`config.mk`:
```
export PLATFORM = sky130hd
export DESIGN_NAME = byte_deque
export DESIGN_NICKNAME = d
export VERILOG_FILES = /design/src/hw/rtl/bdq_pkg.sv /design/src/hw/rtl/byte_deque.sv /design/src/hw/rtl/bdq_datapath.sv /design/src/hw/rtl/bdq_ctrl.sv
export SDC_FILE = /design/constraint.sdc
export NUM_CORES = 1
export LEC_CHECK = 0
export BUFFER_PORTS_ARGS = -buffer_cell sky130_fd_sc_hd__buf_4
export CAP_MARGIN = 20
export CORE_MARGIN = 2
export CORE_UTILIZATION = 40
export CTS_BUF_LIST = sky130_fd_sc_hd__clkbuf_8
export DETAILED_ROUTE_END_ITERATION = 8
export GPL_TIMING_DRIVEN = 0
export SYNTH_ARGS = -nofsm -noshare
export SYNTH_HDL_FRONTEND = slang
export SYNTH_SLANG_ARGS = --single-unit
```
`constraint.sdc`:
```
create_clock -name clk_i -period 3.75 [get_ports clk_i]
set_input_delay 0.1875 -clock clk_i [delete_from_list [all_inputs] [get_ports clk_i]]
set_output_delay 0.1875 -clock clk_i [all_outputs]
set_load 0.05 [all_outputs]
```
`src/hw/rtl/bdq_pkg.sv`:
```
package bdq_pkg;

  // Storage size and derived widths.
  localparam int CAPACITY = 64;
  localparam int IDX_W    = $clog2(CAPACITY);
  localparam int CNT_W    = 7;

  localparam logic [IDX_W-1:0] LAST_IDX  = IDX_W'(CAPACITY - 1);
  localparam logic [CNT_W-1:0] CAP_COUNT = CNT_W'(CAPACITY);

  // Operation codes carried in the request.
  localparam logic [1:0] OP_PUSH_FRONT = 2'd0;
  localparam logic [1:0] OP_PUSH_BACK  = 2'd1;
  localparam logic [1:0] OP_POP_FRONT  = 2'd2;
  localparam logic [1:0] OP_POP_BACK   = 2'd3;

  // Result status codes.
  localparam logic [1:0] STAT_OK    = 2'd0;
  localparam logic [1:0] STAT_EMPTY = 2'd1;
  localparam logic [1:0] STAT_FULL  = 2'd2;

  // Commands from the controller to the datapath.
  typedef struct packed {
    logic exec;
    logic load_pop;
  } ctl_cmd_t;

  // Status from the datapath to the controller.
  typedef struct packed {
    logic out_busy;
    logic needs_read;
  } dp_stat_t;

endpackage

```
`src/hw/rtl/byte_deque.sv`:
```
// Channel   Direction  Content
// s_axis    in         request: operation, letter
// m_axis    out        result: popped_byte, status, count
//
// A push, or a pop on an empty queue, writes the output register directly; a
// pop that returns a byte first passes the byte store's registered read port.
// The result sits in an output register, so the next request is taken at the
// edge where the previous result leaves. Reset empties the queue at once.
// A stalled result holds the input side until it is taken.
module byte_deque (
  input  logic        clk_i,
  input  logic        rst_ni,
  input  logic        s_axis_tvalid,
  output logic        s_axis_tready,
  input  logic [15:0] s_axis_tdata,   // [1:0] operation, [9:2] letter, zero pad
  output logic        m_axis_tvalid,
  input  logic        m_axis_tready,
  output logic [23:0] m_axis_tdata    // [7:0] popped_byte, [9:8] status,
                                      // [16:10] count, zero pad
);
  import bdq_pkg::*;

  ctl_cmd_t   cmd;
  dp_stat_t   stat;
  logic [7:0] popped_byte;
  logic [1:0] status;
  logic [6:0] count;

  bdq_ctrl u_ctrl (
    .clk_i      (clk_i),
    .rst_ni     (rst_ni),
    .in_valid_i (s_axis_tvalid),
    .in_ready_o (s_axis_tready),
    .stat_i     (stat),
    .cmd_o      (cmd)
  );

  bdq_datapath u_datapath (
    .clk_i         (clk_i),
    .rst_ni        (rst_ni),
    .cmd_i         (cmd),
    .stat_o        (stat),
    .operation_i   (s_axis_tdata[1:0]),
    .letter_i      (s_axis_tdata[9:2]),
    .out_ready_i   (m_axis_tready),
    .out_valid_o   (m_axis_tvalid),
    .popped_byte_o (popped_byte),
    .status_o      (status),
    .count_o       (count)
  );

  assign m_axis_tdata = {7'd0, count, status, popped_byte};

endmodule

```
`src/hw/rtl/bdq_datapath.sv`:
```
module bdq_datapath (
  input  logic              clk_i,
  input  logic              rst_ni,
  input  bdq_pkg::ctl_cmd_t cmd_i,
  output bdq_pkg::dp_stat_t stat_o,
  input  logic [1:0]        operation_i,
  input  logic [7:0]        letter_i,
  input  logic              out_ready_i,
  output logic              out_valid_o,
  output logic [7:0]        popped_byte_o,
  output logic [1:0]        status_o,
  output logic [6:0]        count_o
);
  import bdq_pkg::*;

  logic [IDX_W-1:0] front_q, front_d;
  logic [CNT_W-1:0] count_q, count_d;
  logic             out_valid_q;
  logic [7:0]       popped_q;
  logic [1:0]       status_q, status_d;
  logic [CNT_W-1:0] out_count_q;
  logic [7:0]       mem [CAPACITY];
  logic [7:0]       rd_data_q;

  logic             is_pop, is_empty, is_full;
  logic [IDX_W-1:0] front_dec, front_inc, back_pos, last_pos;
  logic [IDX_W:0]   back_sum, last_sum;
  logic             mem_we, mem_re;
  logic [IDX_W-1:0] wr_addr, rd_addr;

  // Circular index arithmetic.
  always_comb begin
    front_dec = (front_q == '0) ? LAST_IDX : front_q - 1'b1;
    front_inc = (front_q == LAST_IDX) ? '0 : front_q + 1'b1;
    back_sum  = {1'b0, front_q} + (IDX_W + 1)'(count_q);
    back_pos  = (back_sum >= (IDX_W + 1)'(CAPACITY)) ?
                IDX_W'(back_sum - (IDX_W + 1)'(CAPACITY)) : IDX_W'(back_sum);
    last_sum  = back_sum - 1'b1;
    last_pos  = (last_sum >= (IDX_W + 1)'(CAPACITY)) ?
                IDX_W'(last_sum - (IDX_W + 1)'(CAPACITY)) : IDX_W'(last_sum);
  end

  // Decode the request and work out the next queue state.
  always_comb begin
    is_pop   = operation_i[1];
    is_empty = (count_q == '0);
    is_full  = (count_q >= CAP_COUNT);
    front_d  = front_q;
    count_d  = count_q;
    status_d = STAT_OK;
    mem_we   = 1'b0;
    mem_re   = 1'b0;
    wr_addr  = back_pos;
    rd_addr  = front_q;
    case (operation_i)
      OP_PUSH_FRONT: begin
        if (is_full) begin
          status_d = STAT_FULL;
        end else begin
          front_d = front_dec;
          count_d = count_q + 1'b1;
          wr_addr = front_dec;
          mem_we  = cmd_i.exec;
        end
      end
      OP_PUSH_BACK: begin
        if (is_full) begin
          status_d = STAT_FULL;
        end else begin
          count_d = count_q + 1'b1;
          mem_we  = cmd_i.exec;
        end
      end
      OP_POP_FRONT: begin
        if (is_empty) begin
          status_d = STAT_EMPTY;
        end else begin
          front_d = front_inc;
          count_d = count_q - 1'b1;
          mem_re  = cmd_i.exec;
        end
      end
      OP_POP_BACK: begin
        if (is_empty) begin
          status_d = STAT_EMPTY;
        end else begin
          count_d = count_q - 1'b1;
          rd_addr = last_pos;
          mem_re  = cmd_i.exec;
        end
      end
      default: begin
        status_d = STAT_OK;
      end
    endcase
  end

  assign stat_o.out_busy   = out_valid_q & ~out_ready_i;
  assign stat_o.needs_read = is_pop & ~is_empty;

  // Byte store with a registered read port.
  always_ff @(posedge clk_i) begin
    if (mem_we) begin
      mem[wr_addr] <= letter_i;
    end
    if (mem_re) begin
      rd_data_q <= mem[rd_addr];
    end
  end

  // Queue pointers.
  always_ff @(posedge clk_i or negedge rst_ni) begin
    if (!rst_ni) begin
      front_q <= '0;
      count_q <= '0;
    end else if (cmd_i.exec) begin
      front_q <= front_d;
      count_q <= count_d;
    end
  end

  // Output register; a pop result gets its byte in the cycle after the read.
  always_ff @(posedge clk_i or negedge rst_ni) begin
    if (!rst_ni) begin
      out_valid_q <= 1'b0;
    end else if (cmd_i.load_pop || (cmd_i.exec && !stat_o.needs_read)) begin
      out_valid_q <= 1'b1;
    end else if (out_ready_i) begin
      out_valid_q <= 1'b0;
    end
  end

  always_ff @(posedge clk_i) begin
    if (cmd_i.exec) begin
      popped_q    <= '0;
      status_q    <= status_d;
      out_count_q <= count_d;
    end else if (cmd_i.load_pop) begin
      popped_q <= rd_data_q;
    end
  end

  assign out_valid_o   = out_valid_q;
  assign popped_byte_o = popped_q;
  assign status_o      = status_q;
  assign count_o       = out_count_q;

endmodule

```
`src/hw/rtl/bdq_ctrl.sv`:
```
module bdq_ctrl (
  input  logic              clk_i,
  input  logic              rst_ni,
  input  logic              in_valid_i,
  output logic              in_ready_o,
  input  bdq_pkg::dp_stat_t stat_i,
  output bdq_pkg::ctl_cmd_t cmd_o
);
  import bdq_pkg::*;

  localparam logic S_IDLE = 1'b0;
  localparam logic S_READ = 1'b1;

  logic state_q, state_d;

  // Take a request when idle and the output register is free at this edge.
  always_comb begin
    state_d        = state_q;
    in_ready_o     = 1'b0;
    cmd_o.exec     = 1'b0;
    cmd_o.load_pop = 1'b0;
    case (state_q)
      S_IDLE: begin
        in_ready_o = ~stat_i.out_busy;
        cmd_o.exec = in_valid_i & ~stat_i.out_busy;
        if (cmd_o.exec && stat_i.needs_read) begin
          state_d = S_READ;
        end
      end
      S_READ: begin
        cmd_o.load_pop = 1'b1;
        state_d        = S_IDLE;
      end
      default: begin
        state_d = S_IDLE;
      end
    endcase
  end

  always_ff @(posedge clk_i or negedge rst_ni) begin
    if (!rst_ni) begin
      state_q <= S_IDLE;
    end else begin
      state_q <= state_d;
    end
  end

endmodule
```
* Word-level counts from Yosys, hierarchy flattened *
Memory sizes are Yosys's and may differ from the RTL's. A register that Yosys moved wholly into a read port is not among the register bits.
Cells that the tools add are included.

storage, ports and cells
  bits in registers = 32
  memory bits (writable) = 512
  input port bits = 20
  output and inout port bits = 26
  word-level logic and storage cells = 74
  memories = 1

cells by class
  $add $sub $neg = 8
  order comparisons = 3
  equal/unequal tests = 6
  mux-type cells = 30
  bitwise operators = 7
  reductions and logical operators = 12

memories
  memory          depth  width  rd ports  clocked after Yosys merged registers in  write ports  line                RTL
  u_datapath.mem  64     8      1         1                                        1            bdq_datapath.sv:22  logic [7:0] mem [CAPACITY];

operators by type and width
  operator                                                               count
  6-bit two-way mux                                                      10
  7-bit greater-or-equal comparator, second input constant               3
  6-bit by 1-bit subtractor with 6-bit output, second input constant     3
  7-bit two-way mux                                                      2
  7-bit one-hot mux with 2 select lines                                  1
  7-bit by 1-bit subtractor with 7-bit output, second input constant     2
  1-bit two-way mux                                                      13
  6-bit one-hot mux with 2 select lines                                  1
  6-bit by 7-bit adder with 7-bit output                                 1
  7-bit by 1-bit adder with 7-bit output, second input constant          1
  7-bit logical NOT                                                      1
  6-bit by 1-bit adder with 6-bit output, second input constant          1
  6-bit equality test, second input constant                             1
  6-bit logical NOT                                                      1
  2-bit equality test, second input constant                             2
  2-bit inequality test, second input constant                           2
  1-bit NOT                                                              4
  2-bit one-hot mux with 2 select lines                                  1
  4-bit AND reduction                                                    1
  2-bit nonzero test                                                     2
  2-bit OR reduction                                                     2
  1-bit AND                                                              3
  2-bit by 1-bit equality test with 1-bit output, second input constant  1
  1-bit logical AND                                                      2
  5 further kinds                                                        5

* Depth between registers and ports, before layout *
  depth after elaboration = 9
  mapped depth = 15
  gate-level depth less buffers = 12

* Hierarchy *
From an unflattened synthesis, not the netlist that was laid out.

second synthesis, totals
  cells, all modules = 1,641
  area, all modules = 23,039.6 µm²

modules (own cells, without submodules)
  module        times used  cells an instance  area each (µm²)  seq. area each (µm²)
  bdq_datapath  1           1,628              22,927.0         16,395.7
  bdq_ctrl      1           5                  56.3             25.0
  byte_deque    1           8                  56.3             0.0

* Least setup slack after synthesis *
No wires, ideal clock.

  path kind = reg-to-reg
  start point = reg u_datapath.count_q[0]
  end point = reg u_datapath.rd_data_q[6], read port of u_datapath.mem, data pin
  setup time = 0.272 ns
  arrival time = 3.524 ns
  path slack = -0.046 ns
  cell stages (with the launch flop) = 15
  period minus slack after synthesis = 3.796 ns
  path through = dfrtp_1 ha_1 fa_1 inv_1 ha_1 xnor3_1 a211oi_2 a21o_1 buf_6 buf_2 mux2i_1 mux2i_1 mux2i_1 o22ai_1 or4_1

on the way
  longest elaborated chain between the ends = 6
  elaborated cells between the ends (all ways) = 10
  those cells by class = add/sub (3); order compare (1); mux (5); reduce/logical (1)

ends and longest elaborated chain
  element                                                                                                  line                                    RTL
  start: declaration                                                                                       bdq_datapath.sv:17                      logic [CNT_W-1:0] count_q, count_d;
  start signal: assignment                                                                                 bdq_datapath.sv:118                     count_q <= count_d;
  6-bit by 7-bit adder with 7-bit output                                                                   bdq_datapath.sv:35                      back_sum = {1'b0, front_q} + (IDX_W + 1)'(count_q);
  7-bit by 1-bit subtractor with 7-bit output                                                              bdq_datapath.sv:38                      last_sum = back_sum - 1'b1;
  6-bit by 1-bit subtractor with 6-bit output / 7-bit greater-or-equal comparator (equally long branches)  bdq_datapath.sv:40, bdq_datapath.sv:39
  6-bit two-way mux                                                                                        bdq_datapath.sv:39                      last_pos = (last_sum >= (IDX_W + 1)'(CAPACITY)) ?
  6-bit two-way mux                                                                                        bdq_datapath.sv:84                      if (is_empty) begin
  6-bit two-way mux                                                                                        bdq_datapath.sv:55                      case (operation_i)
  end: declaration                                                                                         bdq_datapath.sv:23                      logic [7:0] rd_data_q;

Parallel ways exist; a longest one is shown, timed or not.
A chain may end at the register's enable or synchronous reset.

* Worst setup path after layout *
  start point = reg u_datapath.count_q[0]
  end point = reg u_datapath.rd_data_q[1], read port of u_datapath.mem, data pin

Same word-level chain as after synthesis.

==> results.cfg <==
[logic_synthesis]
syn_area_um2 = 23300
synth-seq-cells = 552
ys_async_sr_fraction = 0.0272
yosysTopAreaCell = edfxtp_1
synth_area_leaders = edfxtp_1 68%, nand2_1 5.6%, mux2i_1 2.8%, a21oi_1 2.6%, nor2_1 1.7%
synth-edff-count = 529
avgSynthCellArea_um2 = 13.5
ys_warn_count = 0
yosys.cell_count.top_type = edfxtp_1
synthFlopType = edfxtp_1
synth_common_cells = 529 x edfxtp_1, 347 x nand2_1, 121 x a21oi_1
synth_top_area_frac = 0.681
synth_cells = 1731
ys_types = 86
synth_seq_area_share = 0.704

[clocking]
cts_tree = yes
clk_pin_slew_ns = 0.06
cts_buffers = 88
cts-root-buf = clkbuf_8
clkLatencyLatePin_ns = 0.69
clkSinkCount = 552
cts.path.max_buffers = 3
h-tree-depth = 3

[timing]
finalClockSkew_ns = 0.0438
maxSlewHeadroom = 0.448
max_freq_ghz = 0.249
rsz0062_at_grt = true
setup-violations-final = 8
layout_min_cycle_time_ns = 4.02
finalMaxSlewViolations = 0
worstMarginPinSlew_ns = 0.828
hold_viol = 0
layout_setup_ws_ns = -0.273
post-route-period-util = 1.07

[cells_and_area]
multi_input_area_um2 = 7170
drive_above_1_share = 0.238
fillers = 5059
finalInstanceArea_um2 = 27800
diodes = 0
post-route-util = 0.481
finalNetCount = 1937
area_delta_synth_final_pct = 19.2
seqCellArea_um2 = 16400

[setup_path]
r2r_slack_ns = -0.27
startpoint = u_datapath.count_q[0]$_DFFE_PN0P_
cp_max_fo = 10
start_kind = flop
worstPathCellList = ha_4 > fa_2 > inv_2 > ha_4 > xnor3_1 > a211oi_4 > buf_4 > a21oi_4 > buf_6 > nand2_1 > o32ai_2 > nor3_1 > or4_4
cp_slowest_stage_delay_ns = 0.58
crit_type = flop to flop
arrival_ns = 4.42
r2r-start = u_datapath.count_q[0]$_DFFE_PN0P_
crit_path_end = u_datapath.rd_data_q[1]$_DFFE_PP_
crit_slowest_cell = fa_2
critPathMostFrequentCell = ha_4
rr_endpoint = u_datapath.rd_data_q[1]$_DFFE_PP_
cp-end-kind = flop
required_ns = 4.15
cp_top_family = adder cells
critPathBufInv = 3
crit_cells = 13
ff2ff_path_depth = 13

[floorplan]
die_area_um2 = 60200
row_count = 88
core_area_um2 = 57700
initial_utilization = 0.404
die_width_um = 245
die_h_um = 245
boundaryPins = 46

[global_routing]
grt_pass1_wl_um = 105000
antenna_found_initial = 1
gr-usage-all-layers = 0.246
grt_pass1_vias = 15300
grt_max_degree = 65
grt_overflow = 0

[pwr]
clkPwrFrac = 0.171
peakVddDrop_v = 0.000459
power_frac_comb = 0.563
power_mw = 27.3
power_switching_mw = 12.6
power_leakage_nw = 9.55
switching_share = 0.462
seq_power_share = 0.266
p_per_area_nw_per_um2 = 983
p_int_mw = 14.7

[placed_design]
dp_hpwl_um = 47300
gp_congestion = 0.940
dpl_cell_area_um2 = 24500
io_buffers = 30

[outcome]
violations = setup timing
status = complete, but fails checks

[drt]
vias_per_cell = 5.89
postRouteAntennaNets = 0
drc = 0
wirelength_um = 74400
drt_first_pass_iters = 6
wl_per_cell_um = 27.2
drt_iter0_markers = 2199
vias = 16100

[job]
max_cap_violations = 0

[worst_hold_path]
hp-class = input port to flop
[layout make-up]
| type | instances | area share |
|---|---|---|
| Sequential cell | 552 | 0.591 |
| Multi-Input combinational cell | 1058 | 0.258 |
| Clock buffer | 92 | 0.0456 |
| Tap cell | 765 | 0.0345 |
| Buffer | 109 | 0.0305 |
| Timing Repair Buffer | 84 | 0.0283 |
| Clock inverter | 61 | 0.0101 |
| Inverter | 12 | 0.00162 |
[flip-flops by register name, summed over array words and instances (netlist names)]
register,count
u_ctrl.state_q,1
u_datapath.rd_data_q,8
u_datapath.count_o,7
u_datapath.out_valid_o,1
u_datapath.mem,512
u_datapath.status_o,2
u_datapath.front_q,6
u_datapath.popped_byte_o,8
u_datapath.count_q,7
[tightest hold or removal path: stages]
cell     delay (ns)
buf_2          0.18
nor3_1         0.17
nand2_1        0.09
nand2_1        0.05
[layer usage]
layer / global-route usage / part of all wire / vias up
met2: 0.378 / 0.45 / 1079
met1: 0.320 / 0.38 / 7931
met5: 0 / 0.00013 / -
li1: - / - / 6893
met3: 0.0812 / 0.12 / 191
met4: 0.103 / 0.041 / 2
[logic make-up (layout without fill, tap and decap cells)]
group	after synthesis	after routing	synth area share
compound gates	348	348	0.102
flops	552	552	0.704
mux	73	73	0.0356
fa+ha+maj	12	12	0.00676
simple gates	606	606	0.115
buf+inv	127	358	0.0299
xor+xnor	12	12	0.00633
other cells	1	7	0.000161
[worst min-delay path by stage]
stage,from,to,slack [ns],cells past startpoint
3_5_place_dp,rst_ni,u_datapath.front_q[1]$_DFFE_PN0P_,0.07,1
3_3_place_gp,rst_ni,u_datapath.front_q[2]$_DFFE_PN0P_,0.07,1
5_1_grt,s_axis_tdata[8],u_datapath.mem[20][6]$_DFFE_PP_,0.07,1
4_1_cts,s_axis_tdata[0],u_datapath.front_q[4]$_DFFE_PN0P_,0.0004,4
2_1_floorplan,rst_ni,u_ctrl.state_q$_DFF_PN0_,-0.11,0
6_report,s_axis_tdata[0],u_datapath.front_q[4]$_DFFE_PN0P_,0.04,4
[placed cells by master (no fill, tap or decap), types with 7 or more instances in the layout]
cell and instances:
xnor2_1 7, a22oi_1 16, nand2_2 13, conb_1 7
a211oi_2 9, edfxtp_1 529, nand3_1 46, buf_6 23
a31oi_1 22, and3_1 43, mux2i_2 8, a22o_1 7
clkbuf_1 10, a21oi_1 118, mux2i_1 53, clkbuf_4 18
a211oi_1 32, o31ai_1 8, o21ai_0 23, nor2_4 56
nor2_1 36, buf_12 13, nor3_1 8, inv_1 49
clkinv_1 10, buf_4 87, nand2_1 334, o22ai_1 10
nand3b_1 8, nor2_2 12, clkinv_2 8, clkbuf_8 93
ha_1 8, a32oi_1 9, dfrtp_1 12, dfxtp_1 8
buf_2 27, a311oi_1 12
[timing repair]
item / CTS / global route
cloned: 2 / 0
pin swaps: 24 / 28
endpoints found under the hold margin: 16 / 0
setup buffers: 30 / 21
resized for setup: 188 / 154
endpoints found under the setup margin: 488 / 520
hold buffers: 4 / 0
[power groups by stage]
stage	registers [mW]	clock network (mW)	logic [mW]
2_1_floorplan	7.53	0	7.23
3_3_place_gp	7.38	0	12.0
3_5_place_dp	7.39	0	12.1
4_1_cts	7.26	4.72	14.0
5_1_grt	7.29	4.98	15.8
6_report	7.27	4.68	15.4
[through the flow]
| step | setup TNS [ns] | setup WS, ns | cells | hold slack (ns) |
|---|---|---|---|---|
| final | -1.26 | -0.273 | 2733 | 0.0370 |
| after global routing | -2.59 | -0.310 | 2733 | 0.0710 |
| after CTS | -56.18 | -0.358 | 2720 | 0.000371 |
| after detailed placement | -94.52 | -1.32 | 2532 | 0.0667 |
| after global placement | -70.40 | -1.23 | 2532 | 0.0680 |
| after floorplan | 0 | 0.0312 | 1737 | -0.108 |
Note: power is estimated with default switching activity, not from simulation.
